==> config.mk <==
export PLATFORM = sky130hd
export DESIGN_NAME = mac_learning_table_with_aging_flat
export DESIGN_NICKNAME = d
export VERILOG_FILES = /design/src/hdl/mlt_pkg.sv /design/src/hdl/mlt_if.sv /design/src/hdl/mlt_front.sv /design/src/hdl/mlt_back.sv /design/src/hdl/mac_learning_table_with_aging.sv /design/src/flat_wrapper.sv
export SDC_FILE = /design/constraint.sdc
export NUM_CORES = 2
export LEC_CHECK = 0
export ABC_AREA = 1
export BUFFER_PORTS_ARGS = -buffer_cell sky130_fd_sc_hd__buf_2
export CAP_MARGIN = 20
export CELL_PAD_IN_SITES_DETAIL_PLACEMENT = 1
export CELL_PAD_IN_SITES_GLOBAL_PLACEMENT = 1
export CORE_MARGIN = 10
export CORE_UTILIZATION = 48
export CTS_BUF_LIST = sky130_fd_sc_hd__clkbuf_4 sky130_fd_sc_hd__clkbuf_8 sky130_fd_sc_hd__clkbuf_16
export CTS_CLUSTER_DIAMETER = 120
export DETAILED_ROUTE_END_ITERATION = 12
export PLACE_DENSITY = 0.74
export SYNTH_ARGS = -nofsm -noshare
export SYNTH_HDL_FRONTEND = slang
export SYNTH_SLANG_ARGS = --single-unit
==> constraint.sdc <==
create_clock -name clk -period 5.39 [get_ports clk]
set_input_delay 0.2695 -clock clk [delete_from_list [all_inputs] [get_ports clk]]
set_output_delay 0.2695 -clock clk [all_outputs]
set_load 0.01 [all_outputs]
==> src/hdl/mlt_pkg.sv <==
// Package for the MAC learning table: sizes, command codes, shared types.
// No dependencies.
`default_nettype none
package mlt_pkg;
  localparam int TABLE_ENTRIES = 64;
  localparam int PORT_COUNT    = 16;
  localparam int IDX_W   = $clog2(TABLE_ENTRIES);
  localparam int CNT_W   = 7;
  localparam int AGE_W   = 10;
  localparam int ADDR_W  = 48;
  localparam int PORT_W  = 4;
  localparam logic [AGE_W-1:0] AGE_MAX     = '1;
  localparam logic [CNT_W-1:0] COUNT_MAX   = '1;
  localparam logic [AGE_W-1:0] TIMEOUT_RST = AGE_W'(30);

  typedef enum logic [1:0] {
    CMD_LOOKUP = 2'd0,
    CMD_LEARN  = 2'd1,
    CMD_TICK   = 2'd2,
    CMD_NONE   = 2'd3
  } cmd_t;

  typedef enum logic [1:0] {
    ST_IDLE  = 2'd0,
    ST_SCAN  = 2'd1,
    ST_APPLY = 2'd2,
    ST_OUT   = 2'd3
  } state_t;

  // Classified command passed from front to back
  typedef struct packed {
    cmd_t              cmd;
    logic [ADDR_W-1:0] addr;
    logic [PORT_W-1:0] port;
  } job_t;
endpackage
`default_nettype wire

==> src/hdl/mlt_if.sv <==
// Valid/ready channel interfaces for the MAC learning table.
// Depends on mlt_pkg.
`default_nettype none
interface mlt_in_if;
  logic                       valid;
  logic                       ready;
  logic [1:0]                 command;
  logic [mlt_pkg::ADDR_W-1:0] mac_address;
  logic [mlt_pkg::PORT_W-1:0] port;
  modport source (output valid, command, mac_address, port, input ready);
  modport sink (input valid, command, mac_address, port, output ready);
endinterface

interface mlt_out_if;
  logic                       valid;
  logic                       ready;
  logic                       hit;
  logic [mlt_pkg::PORT_W-1:0] found_port;
  logic                       table_full;
  logic [mlt_pkg::CNT_W-1:0]  removed_count;
  modport source (output valid, hit, found_port, table_full, removed_count, input ready);
  modport sink (input valid, hit, found_port, table_full, removed_count, output ready);
endinterface

interface mlt_cfg_if;
  logic                      valid;
  logic                      ready;
  logic [mlt_pkg::AGE_W-1:0] data;
  modport source (output valid, data, input ready);
  modport sink (input valid, data, output ready);
endinterface
`default_nettype wire

==> src/hdl/mlt_front.sv <==
// Front end: accepts commands, classifies them, holds a two-entry job queue.
// Depends on mlt_pkg.
`default_nettype none
module mlt_front (
  input  wire logic          clk,
  input  wire logic          rst,
  input  wire logic          in_valid,
  output logic               in_ready,
  input  wire logic [1:0]    in_command,
  input  wire logic [mlt_pkg::ADDR_W-1:0] in_addr,
  input  wire logic [mlt_pkg::PORT_W-1:0] in_port,
  output logic               job_valid,
  input  wire logic          job_ready,
  output mlt_pkg::job_t      job
);
  mlt_pkg::job_t q [2];
  logic          wr_ptr, rd_ptr;
  logic [1:0]    fill;
  mlt_pkg::job_t cls;
  logic          push, pop;

  // Learn with out-of-range port becomes a no-op command
  always_comb begin
    cls.cmd  = mlt_pkg::cmd_t'(in_command);
    cls.addr = in_addr;
    cls.port = in_port;
    if (in_command == mlt_pkg::CMD_LEARN &&
        32'(in_port) >= mlt_pkg::PORT_COUNT) cls.cmd = mlt_pkg::CMD_NONE;
  end

  assign in_ready  = (fill != 2'd2);
  assign job_valid = (fill != 2'd0);
  assign job       = q[rd_ptr];
  assign push      = in_valid && in_ready;
  assign pop       = job_valid && job_ready;

  always_ff @(posedge clk) begin
    if (push) q[wr_ptr] <= cls;
    if (rst) begin
      wr_ptr <= 1'b0;
      rd_ptr <= 1'b0;
      fill   <= 2'd0;
    end else begin
      if (push) wr_ptr <= ~wr_ptr;
      if (pop)  rd_ptr <= ~rd_ptr;
      fill <= fill + 2'(push) - 2'(pop);
    end
  end
endmodule
`default_nettype wire

==> src/hdl/mlt_back.sv <==
// Back end: scans the table one entry a cycle and carries out a job.
// Depends on mlt_pkg.
`default_nettype none
module mlt_back (
  input  wire logic          clk,
  input  wire logic          rst,
  input  wire logic [mlt_pkg::AGE_W-1:0] timeout,
  input  wire logic          job_valid,
  output logic               job_ready,
  input  wire mlt_pkg::job_t job,
  output logic               out_valid,
  input  wire logic          out_ready,
  output logic               hit,
  output logic [mlt_pkg::PORT_W-1:0] found_port,
  output logic               table_full,
  output logic [mlt_pkg::CNT_W-1:0]  removed_count,
  output logic               busy
);
  localparam int IW = mlt_pkg::IDX_W;
  localparam int N  = mlt_pkg::TABLE_ENTRIES;

  // Entry store: valid bits in flops, payload in memories
  logic [N-1:0]                entry_valid;
  logic [mlt_pkg::ADDR_W-1:0]  mem_addr [N];
  logic [mlt_pkg::PORT_W-1:0]  mem_port [N];
  logic [mlt_pkg::AGE_W-1:0]   mem_age  [N];
  logic [mlt_pkg::ADDR_W-1:0]  rd_addr;
  logic [mlt_pkg::PORT_W-1:0]  rd_port;
  logic [mlt_pkg::AGE_W-1:0]   rd_age;

  mlt_pkg::state_t state, state_next;
  mlt_pkg::job_t   cur;
  logic [IW:0]     ridx;      // read index issued
  logic [IW-1:0]   pidx;      // index whose data is in rd_*
  logic            pvalid;
  logic            found, free_seen;
  logic [IW-1:0]   found_idx, free_idx;
  logic [mlt_pkg::PORT_W-1:0] found_p;
  logic [mlt_pkg::CNT_W-1:0]  removed;
  logic [mlt_pkg::AGE_W-1:0]  age_inc;
  logic            match;

  assign job_ready = (state == mlt_pkg::ST_IDLE);
  assign out_valid = (state == mlt_pkg::ST_OUT);
  assign busy      = (state != mlt_pkg::ST_IDLE);
  assign match     = pvalid && entry_valid[pidx] && rd_addr == cur.addr;
  assign age_inc   = (rd_age == mlt_pkg::AGE_MAX) ? rd_age : rd_age + 1'b1;

  always_ff @(posedge clk) begin
    if (rst) state <= mlt_pkg::ST_IDLE;
    else     state <= state_next;
  end

  always_comb begin
    state_next = state;
    unique case (state)
      mlt_pkg::ST_IDLE:  if (job_valid) state_next = mlt_pkg::ST_SCAN;
      mlt_pkg::ST_SCAN:  if (ridx[IW] && !pvalid) state_next = mlt_pkg::ST_APPLY;
      mlt_pkg::ST_APPLY: state_next = mlt_pkg::ST_OUT;
      mlt_pkg::ST_OUT:   if (out_ready) state_next = mlt_pkg::ST_IDLE;
      default:           state_next = mlt_pkg::ST_IDLE;
    endcase
  end

  // Registered memory reads, one entry per cycle
  always_ff @(posedge clk) begin
    rd_addr <= mem_addr[ridx[IW-1:0]];
    rd_port <= mem_port[ridx[IW-1:0]];
    rd_age  <= mem_age[ridx[IW-1:0]];
    pidx    <= ridx[IW-1:0];
  end

  // Scan bookkeeping and table updates
  always_ff @(posedge clk) begin
    if (rst) begin
      entry_valid <= '0;
      pvalid      <= 1'b0;
    end else begin
      unique case (state)
        mlt_pkg::ST_IDLE: begin
          cur       <= job;
          ridx      <= '0;
          pvalid    <= 1'b0;
          found     <= 1'b0;
          free_seen <= 1'b0;
          removed   <= '0;
          found_p   <= '0;
          found_idx <= '0;
          free_idx  <= '0;
        end
        mlt_pkg::ST_SCAN: begin
          if (!ridx[IW]) ridx <= ridx + 1'b1;
          pvalid <= !ridx[IW];
          if (pvalid) begin
            if (match && !found) begin
              found     <= 1'b1;
              found_idx <= pidx;
              found_p   <= rd_port;
            end
            if (!entry_valid[pidx] && !free_seen) begin
              free_seen <= 1'b1;
              free_idx  <= pidx;
            end
            if (cur.cmd == mlt_pkg::CMD_TICK && entry_valid[pidx]) begin
              mem_age[pidx] <= age_inc;
              if (age_inc > timeout) begin
                entry_valid[pidx] <= 1'b0;
                if (removed != mlt_pkg::COUNT_MAX) removed <= removed + 1'b1;
              end
            end
          end
        end
        mlt_pkg::ST_APPLY: begin
          if (cur.cmd == mlt_pkg::CMD_LOOKUP && found) mem_age[found_idx] <= '0;
          if (cur.cmd == mlt_pkg::CMD_LEARN) begin
            if (found) begin
              mem_port[found_idx] <= cur.port;
              mem_age[found_idx]  <= '0;
            end else if (free_seen) begin
              entry_valid[free_idx] <= 1'b1;
              mem_addr[free_idx]    <= cur.addr;
              mem_port[free_idx]    <= cur.port;
              mem_age[free_idx]     <= '0;
            end
          end
        end
        default: ;
      endcase
    end
  end

  // Result register, valid in ST_OUT
  always_ff @(posedge clk) begin
    if (state == mlt_pkg::ST_APPLY) begin
      hit           <= 1'b0;
      found_port    <= '0;
      table_full    <= 1'b0;
      removed_count <= '0;
      case (cur.cmd)
        mlt_pkg::CMD_LOOKUP: begin
          hit        <= found;
          found_port <= found ? found_p : '0;
        end
        mlt_pkg::CMD_LEARN: begin
          hit        <= found;
          found_port <= found ? cur.port : '0;
          table_full <= !found && !free_seen;
        end
        mlt_pkg::CMD_TICK: removed_count <= removed;
        default: ;
      endcase
    end
  end
endmodule
`default_nettype wire

==> src/hdl/mac_learning_table_with_aging.sv <==
// Top level of the MAC learning table with aging.
// Depends on mlt_pkg, mlt_if, mlt_front, mlt_back.
//
// Use: commands (lookup, learn, aging tick) enter on cmd_in; one result per
// command leaves on res_out. The aging timeout is written through cfg; the
// user must write it only while the block is idle, which the block itself
// does not enforce. cfg is always ready.
// Path: a command passes the front queue, a 64-entry scan at one registered
// memory read per cycle, an apply state and the output register.
// The back end takes a new command only after the result of the last one
// has transferred and it is back in idle.
// The front queue holds two commands, so input transfers continue while the
// back end works or its result waits.
// Reset: all entries invalid, timeout 30, queues empty.
// A stalled receiver holds the result; the back end waits, then the front
// queue fills and cmd_in ready drops.
`default_nettype none
module mac_learning_table_with_aging (
  input wire logic clk,
  input wire logic rst,
  mlt_in_if.sink   cmd_in,
  mlt_out_if.source res_out,
  mlt_cfg_if.sink  cfg
);
  logic [mlt_pkg::AGE_W-1:0] timeout;
  logic          job_valid, job_ready, busy;
  mlt_pkg::job_t job;

  assign cfg.ready = 1'b1;
  always_ff @(posedge clk) begin
    if (rst) timeout <= mlt_pkg::TIMEOUT_RST;
    else if (cfg.valid) timeout <= cfg.data;
  end

  mlt_front u_front (
    .clk, .rst,
    .in_valid(cmd_in.valid), .in_ready(cmd_in.ready),
    .in_command(cmd_in.command), .in_addr(cmd_in.mac_address),
    .in_port(cmd_in.port),
    .job_valid, .job_ready, .job
  );

  mlt_back u_back (
    .clk, .rst, .timeout,
    .job_valid, .job_ready, .job,
    .out_valid(res_out.valid), .out_ready(res_out.ready),
    .hit(res_out.hit), .found_port(res_out.found_port),
    .table_full(res_out.table_full), .removed_count(res_out.removed_count),
    .busy
  );

  // A result is only shown while the back end holds a job
  a_out_busy: assert property (@(posedge clk) disable iff (rst)
    res_out.valid |-> busy) else $error("result without job");
  // No hit and full together
  a_hit_full: assert property (@(posedge clk) disable iff (rst)
    res_out.valid |-> !(res_out.hit && res_out.table_full))
    else $error("hit and table_full both set");
  // A stalled result holds
  a_hold: assert property (@(posedge clk) disable iff (rst)
    res_out.valid && !res_out.ready |=> res_out.valid && $stable(res_out.removed_count))
    else $error("result dropped under stall");
endmodule
`default_nettype wire

==> src/flat_wrapper.sv <==
// flat-port wrapper written by rule: the top's interface ports become plain ports
module mac_learning_table_with_aging_flat 
  (clk, rst, cmd_in_valid, cmd_in_command, cmd_in_mac_address, cmd_in_port, cmd_in_ready, res_out_valid, res_out_hit, res_out_found_port, res_out_table_full, res_out_removed_count, res_out_ready, cfg_valid, cfg_data, cfg_ready);
  mlt_in_if cmd_in_i ();
  mlt_out_if res_out_i ();
  mlt_cfg_if cfg_i ();
  input wire logic clk;
  input wire logic rst;
  input wire logic [$bits(cmd_in_i.valid)-1:0] cmd_in_valid;
  input wire logic [$bits(cmd_in_i.command)-1:0] cmd_in_command;
  input wire logic [$bits(cmd_in_i.mac_address)-1:0] cmd_in_mac_address;
  input wire logic [$bits(cmd_in_i.port)-1:0] cmd_in_port;
  output wire logic [$bits(cmd_in_i.ready)-1:0] cmd_in_ready;
  output wire logic [$bits(res_out_i.valid)-1:0] res_out_valid;
  output wire logic [$bits(res_out_i.hit)-1:0] res_out_hit;
  output wire logic [$bits(res_out_i.found_port)-1:0] res_out_found_port;
  output wire logic [$bits(res_out_i.table_full)-1:0] res_out_table_full;
  output wire logic [$bits(res_out_i.removed_count)-1:0] res_out_removed_count;
  input wire logic [$bits(res_out_i.ready)-1:0] res_out_ready;
  input wire logic [$bits(cfg_i.valid)-1:0] cfg_valid;
  input wire logic [$bits(cfg_i.data)-1:0] cfg_data;
  output wire logic [$bits(cfg_i.ready)-1:0] cfg_ready;
  assign cmd_in_i.valid = cmd_in_valid;
  assign cmd_in_i.command = cmd_in_command;
  assign cmd_in_i.mac_address = cmd_in_mac_address;
  assign cmd_in_i.port = cmd_in_port;
  assign cmd_in_ready = cmd_in_i.ready;
  assign res_out_valid = res_out_i.valid;
  assign res_out_hit = res_out_i.hit;
  assign res_out_found_port = res_out_i.found_port;
  assign res_out_table_full = res_out_i.table_full;
  assign res_out_removed_count = res_out_i.removed_count;
  assign res_out_i.ready = res_out_ready;
  assign cfg_i.valid = cfg_valid;
  assign cfg_i.data = cfg_data;
  assign cfg_ready = cfg_i.ready;
  mac_learning_table_with_aging u_core (.clk(clk), .rst(rst), .cmd_in(cmd_in_i), .res_out(res_out_i), .cfg(cfg_i));
endmodule
After elaboration in Yosys (flattened, before gate mapping)
Memory sizes are Yosys's and may differ from the RTL's. A register that Yosys moved wholly into a read port is not among the register bits.
Index checks and enable logic that the tools add are counted.
{"block": "totals", "n_memories": 4, "output_inout_bits": 16, "input_bits": 69, "wordCells": 173, "ff_bits": 132, "mem_bits_rw": 4076}
{"memory": "u_core.u_back.mem_addr", "depth": 64, "word_bits": 48, "rd": 1, "rd_clocked_by_memory_dff": 1, "wr": 1, "line": "mlt_back.sv:24", "text": "logic [mlt_pkg::ADDR_W-1:0] mem_addr [N];"}
{"memory": "u_core.u_back.mem_age", "depth": 64, "word_bits": 10, "rd": 1, "rd_clocked_by_memory_dff": 1, "wr": 1, "line": "mlt_back.sv:26", "text": "logic [mlt_pkg::AGE_W-1:0] mem_age [N];"}
{"memory": "u_core.u_back.mem_port", "depth": 64, "word_bits": 4, "rd": 1, "rd_clocked_by_memory_dff": 1, "wr": 1, "line": "mlt_back.sv:25", "text": "logic [mlt_pkg::PORT_W-1:0] mem_port [N];"}
{"memory": "u_core.u_front.q", "depth": 2, "word_bits": 54, "rd": 1, "rd_clocked_by_memory_dff": 1, "wr": 1, "line": "mlt_front.sv:16", "text": "mlt_pkg::job_t q [2];"}
{"block": "op_classes", "add_sub_neg": 5, "bitwise": 7, "n_eq_ne": 22, "n_mux": 76, "n_reduce_logical": 34, "magnitude_cmp": 5}
{"op": "2-to-1 mux 64 bit", "n": 6}
{"op": "one-hot mux 64 bit (2 select lines)", "n": 1}
{"op": "bitwise AND 64 bit", "n": 1}
{"op": "NOT 64 bit", "n": 1}
{"op": "OR 64 bit", "n": 1}
{"op": "== test 48 bit", "n": 1}
{"op": "2-to-1 mux 6 bit", "n": 7}
{"op": "2-to-1 mux 10 bit", "n": 4}
{"op": "2-to-1 mux 7 bit", "n": 5}
{"op": "2-to-1 mux 1 bit", "n": 32}
{"op": "one-hot mux 7 bit (2 select lines)", "n": 2}
{"op": "!= test 2 bit, second input constant", "n": 13}
{"op": "one-hot mux 6 bit (2 select lines)", "n": 2}
{"op": "2-to-1 mux 4 bit", "n": 5}
{"op": "OR reduction 10 bit", "n": 2}
{"op": "one-hot mux 4 bit (2 select lines)", "n": 2}
{"op": "adder 7 x 1 -> 7 bit, second input constant", "n": 2}
{"op": "less-than comparator 6 x 7 -> 1 bit, second input constant", "n": 2}
{"op": "demux 1 bit (select 6 bit)", "n": 2}
{"op": "greater-or-equal comparator 6 x 1 -> 1 bit, second input constant", "n": 2}
{"op": "logical AND 1 bit", "n": 12}
{"op": "adder 10 x 1 -> 10 bit, second input constant", "n": 1}
{"op": "== test 10 bit, second input constant", "n": 1}
{"op": "> comparator 10 bit", "n": 1}
{"op": "22 further kinds", "n": 41}

Depth between registers and ports, before layout
{"block": "logic_depth", "depth_word": 10, "ltp_mapped": 23, "mapped_depth_nobuf": 22}

Cells and area by module
From an unflattened synthesis, not the netlist that was laid out.
{"block": "unflattened", "cells_unflattened": 13430, "area_unflattened_um2": 171284.3}
{"module": "mlt_back", "seq_area_each_um2": 124829.7, "area_each_um2": 166482.2, "instances": 1, "cells_per_inst": 13167}
{"module": "mlt_front", "seq_area_each_um2": 3343.2, "area_each_um2": 4394.2, "instances": 1, "cells_per_inst": 205}
{"module": "mac_learning_table_with_aging", "seq_area_each_um2": 200.2, "area_each_um2": 407.9, "instances": 1, "cells_per_inst": 58}

Least setup slack after synthesis
OpenSTA, ideal clock, no wires.
{"block": "synth_path", "path_type": "register to register", "startpoint": "register u_core.u_back.state[0]", "endpoint": "memory u_core.u_back.mem_addr[56][0] (netlist bit) (enable)", "setup_ns": 0.513, "synth_period_minus_slack_ns": 5.838, "path_buffers": 4, "stages_incl_launch_ff": 11, "setup_slack_ns": -0.448, "required_time_ns": 4.877, "arrival_time_ns": 5.325, "path_cell_list": "dfxtp_1 > inv_1 > ha_1 > buf_2 > nand4_4 > nor2_8 > inv_2 > buf_6 > clkbuf_1 > clkbuf_1 > nor3_1"}
{"block": "synth_between", "elab_chain_cells": 4}
{"item": "from (decl)", "line": "mlt_back.sv:31", "text": "mlt_pkg::state_t state, state_next;"}
{"item": "from (signal assigned)", "line": "mlt_back.sv:50", "text": "if (rst) state <= mlt_pkg::ST_IDLE;"}
{"item": "from (signal assigned)", "line": "mlt_back.sv:51", "text": "else state <= state_next;"}
{"item": "== test 2 bit", "line": "mlt_back.sv:79", "text": "unique case (state)"}
{"item": "2-to-1 mux 1 bit", "line": "mlt_back.sv:79"}
{"item": "2-to-1 mux 1 bit", "line": "mlt_back.sv:75", "text": "if (rst) begin"}
{"item": "2-to-1 mux 1 bit (implied by the code)", "line": "mlt_back.sv:121", "text": "mem_addr[free_idx] <= cur.addr;"}
{"item": "to (decl)", "line": "mlt_back.sv:24"}
Every way passes these cells.

Final worst setup path
{"block": "layout_path", "startpoint": "register u_core.u_back.state[0]", "endpoint": "memory u_core.u_back.mem_age[45][5] (netlist bit) (enable)"}
{"block": "layout_between", "elab_chain_cells": 8, "elab_cells_between_ends": 21, "cone_classes": "2 x eq/ne; 16 x mux; 1 x bitwise; 2 x reduce/logical"}
{"item": "== test 2 bit", "line": "mlt_back.sv:79"}
{"item": "2-to-1 mux 1 bit", "line": "mlt_back.sv:79"}
{"item": "2-to-1 mux 1 bit", "line": "mlt_back.sv:75"}
{"item": "2-to-1 mux 1 bit, on equally long branches", "line": "mlt_back.sv:114, mlt_back.sv:118"}
{"item": "OR 1 bit (no source line)"}
{"item": "OR reduction 10 bit (no source line)"}
{"item": "2-to-1 mux 6 bit (no source line) / 2-to-1 mux 1 bit (equally long branches) (2 in series)"}
{"item": "to (decl)", "line": "mlt_back.sv:26"}
Several ways; a longest one is shown, not always the timed one.

==> results.toml <==
[place]
dpl_cell_area_sq_um = 178000
io_buffer_count = 83
dpl.hpwl_um = 317000
place_congestion = 0.858
dp_slack_ns = 1.10

[synth]
synth_top_area_cell = "edfxtp_1"
synthSimpleGateAreaFrac = 0.0955
synth_top_family_by_area = "compound AO/OA/AOI/OAI gates"
avgSynthCellArea_sq_um = 13.6
ys_ff_latch = 4324
synthAdderAreaFrac = 0.00139
syn_nets = 12632
synth_area_leaders = "edfxtp_1 73%, nor2_1 5.4%, o21ai_0 3.3%"
synth_ff_type = "edfxtp_1"
synth_top_area_share = 0.733
ys_seq_area_frac = 0.751
ys_async_sr_fraction = 0
synthCells = 12544
synth_cell_types = 55
yosys_warnings = 0
synth_mux_area_frac = 0.0236
synth-compound-area-share = 0.102
synth-edff-count = 4175
synth_area_sq_um = 171000
synth_xor_area_frac = 0.00133

[floorplanning]
pin_count = 85
die_w_um = 617
std_cell_rows = 219
dieHeight_um = 617
core-area_sq_um = 355000
die_area_sq_um = 381000
initial_core_util = 0.481

[final_layout]
drive_gt1_frac = 0.103
fin_nets = 12758
finalInstanceArea_sq_um = 194000
multiInputGateArea_sq_um = 38800
area_delta_synth_final_pct = 13.7
seqCellArea_sq_um = 128000
layout_commonest_cell = "edfxtp_1"
n_fill_cell = 34092
layout_common_cells = "4,175 x edfxtp_1, 2,407 x nor2_1, 1,140 x o21ai_0"

[sta]
setup_slack_ns = 1.06
rsz0062_at_grt = "no"
post-route-period-util = 0.803
hold_violations = 0
slew_violations = 66
max_freq_mhz = 231
fin_tns_setup_ns = 0
period_minus_slack_ns = 4.33
max_slew.worst_pin.slew_ns = 1.56
fin_hold_ws_ns = 0.0571
setup_violations = 0
skew_ns = 0.0597
relSlewSlack = -0.0389

[pwr]
p_per_area_nw_per_um2 = 500
vdd_drop_max_mv = 0.435
leakage_uw = 0.0631

[worst_setup_path]
cp-end-kind = "flip-flop"
reg2reg_depth = 10
path_cells = "inv_1 -> ha_2 -> nand3_1 -> nand2_1 -> o21ai_0 -> a21oi_2 -> inv_1 -> nor2_1 -> nand2_1 -> nor2_1"
cp.arrival_ns = 4.94
cpMaxStageDelayCell = "nor2_1"
critPathMaxStageDelay_ns = 1.00
r2r-end = "u_core.u_back.mem_age[45][5]$_DFFE_PP_"
worstPathMaxFanout = 17
cp-start-kind = "flip-flop"
reg2reg_from = "u_core.u_back.state[0]$_SDFFE_PP0P_"
r2r_slack_ns = 1.06
cp.required_ns = 6.01
critical_path_class = "flip-flop to flip-flop"

[routing]
wl_per_cell_um = 33.3
routed_wl_um = 593000
dr.pass1.iters = 10
drc = 0
drt-initial-drc-count = 17000
vias = 115862
ant_nets = 0
viasPerCell = 6.50

[clocking]
clock_latency_ns = 1.01
cts_tree = "yes"
cts_root_buf = "clkbuf_16"
post_cts_buffers = 0
cts.sinks = 4324
clockBufferDepth = 4
cts.htree.levels = 5
cts_inserted_buffers = 437
clk_pin_slew_worst_paths_ns = 0.07

[global_routing]
grt_pass1_vias = 119304
grt_use_total = 0.299
grt_start_max_net_pins = 225
grt_antenna_before_repair = 25
grt_pass1_wl_um = 844000
overflow = 0

[run_status]
status = "finished with violations"
violations = "max-slew violations"

[flow_run]
drv_cap = 0

[hold_path]
hold_depth = 2
hold-path-endpoint = "u_core.u_front.q[0][29]$_DFFE_PP_"
min_from = "cmd_in_mac_address[25]"
hp-class = "input port to flip-flop"
==> logic make-up after synthesis <==
group	Yosys count
buffers and inverters	1059
xor gates and xnor gates	26
AOI/OAI and AO/OA	2668
and+or+nand+nor	4043
muxes	404
other	1
adders and majority gates	19
DFF	4324
==> flip-flops by register name, summed over array words and instances, names as in the netlist, 2 cells and up <==
signal,cells
u_core.u_back.mem_port,256
u_core.u_back.found_port,4
u_core.u_back.rd_port,4
u_core.u_back.found_p,4
u_core.u_back.rd_age,10
u_core.u_back.cur,54
u_core.u_back.removed_count,7
u_core.u_back.found_idx,6
u_core.u_back.entry_valid,64
u_core.u_back.removed,7
u_core.u_back.mem_addr,3072
u_core.u_back.rd_addr,48
u_core.u_back.state,2
u_core.u_back.mem_age,640
u_core.u_front.fill,2
u_core.u_front.q,108
u_core.u_back.pidx,6
u_core.u_back.free_idx,6
u_core.u_back.ridx,7
u_core.timeout,10
==> stage by stage <==
step           total power (uW)  instances   util
2_1_floorplan             55400      12544      -
3_3_place_gp              64600      16849  0.501
3_5_place_dp              65600      16852  0.501
4_1_cts                   96800      17801  0.547
5_1_grt                  100000      17824  0.547
6_report                  97200      17828  0.547
==> worst max path at each step <==
stage | depth (start not counted) | to | start
2_1_floorplan | 10 | u_core.u_back.mem_addr[56][0]$_DFFE_PP_ | u_core.u_back.state[0]$_SDFFE_PP0P_
3_3_place_gp | 10 | u_core.u_back.found_p[2]$_SDFFCE_PN0P_ | u_core.u_back.cur[40]$_DFFE_PP_
3_5_place_dp | 14 | u_core.u_back.mem_age[42][0]$_DFFE_PP_ | u_core.u_back.pidx[1]$_DFF_P_
4_1_cts | 10 | u_core.u_back.mem_age[51][2]$_DFFE_PP_ | u_core.u_back.state[0]$_SDFFE_PP0P_
5_1_grt | 23 | u_core.u_back.entry_valid[10]$_SDFFE_PP0P_ | u_core.u_back.rd_age[1]$_DFF_P_
6_report | 10 | u_core.u_back.mem_age[45][5]$_DFFE_PP_ | u_core.u_back.state[0]$_SDFFE_PP0P_
==> what timing repair did <==
item,in CTS,in global routing
hold endpoints to repair,122,0
hold buffers,129,0
gates resized for setup,0,0
==> metal layers <==
metal / share of wire / global-route usage / vias to the layer above
li1: - / - / 47604
met4: 0.062 / 0.164 / 16
met3: 0.090 / 0.0512 / 1643
met1: 0.37 / 0.385 / 59705
met2: 0.48 / 0.484 / 6894
met5: 0.00019 / 0 / -
==> layout make-up <==
class | instances | share of cell area
Clock buffer | 580 | 0.0632
Timing Repair Buffer | 568 | 0.0296
Tap cell | 4751 | 0.0306
Multi-Input combinational cell | 7161 | 0.199
Clock inverter | 240 | 0.0130
Sequential cell | 4324 | 0.660
Inverter | 178 | 0.00367
Antenna cell | 26 | 0.000335
==> synth_stat cells, types with 4 or more instances <==
master and n:
clkbuf_1 630, edfxtp_1 4175, xnor2_1 7, o22ai_1 7
o2111ai_1 5, nor3_1 74, buf_1 56, o21ai_2 4
o21ai_1 5, nand2_2 8, buf_6 6, nor2_2 9
clkinv_1 7, nand3_1 615, a22oi_1 4, ha_1 19
o21ai_0 1140, nor4_1 5, nor2_1 2440, nor3_2 8
nand3_2 4, nand2_1 857, a21oi_1 402, buf_2 137
o211ai_1 95, or2_2 4, inv_2 18, a211oi_1 5
xor2_1 19, buf_4 51, o221ai_1 404, mux2i_1 404
inv_1 152, o32ai_1 588, dfxtp_1 149
==> worst max-delay path, delay by kind of cell (launching register included) <==
kind            cells  cell delay (ns)
compound gates      2             0.50
simple gates        5             2.36
flops               1             0.33
buf+inv             2             0.28
fa+ha+maj           1             0.51
==> power breakdown <==
group / switching, uW / leakage, uW / internal (uW)
logic: 18600 / 0.0169 / 5660
registers: 613 / 0.0389 / 40900
clock network: 13400 / 0.00737 / 18100
Note: power is estimated with default switching activity, not from simulation.
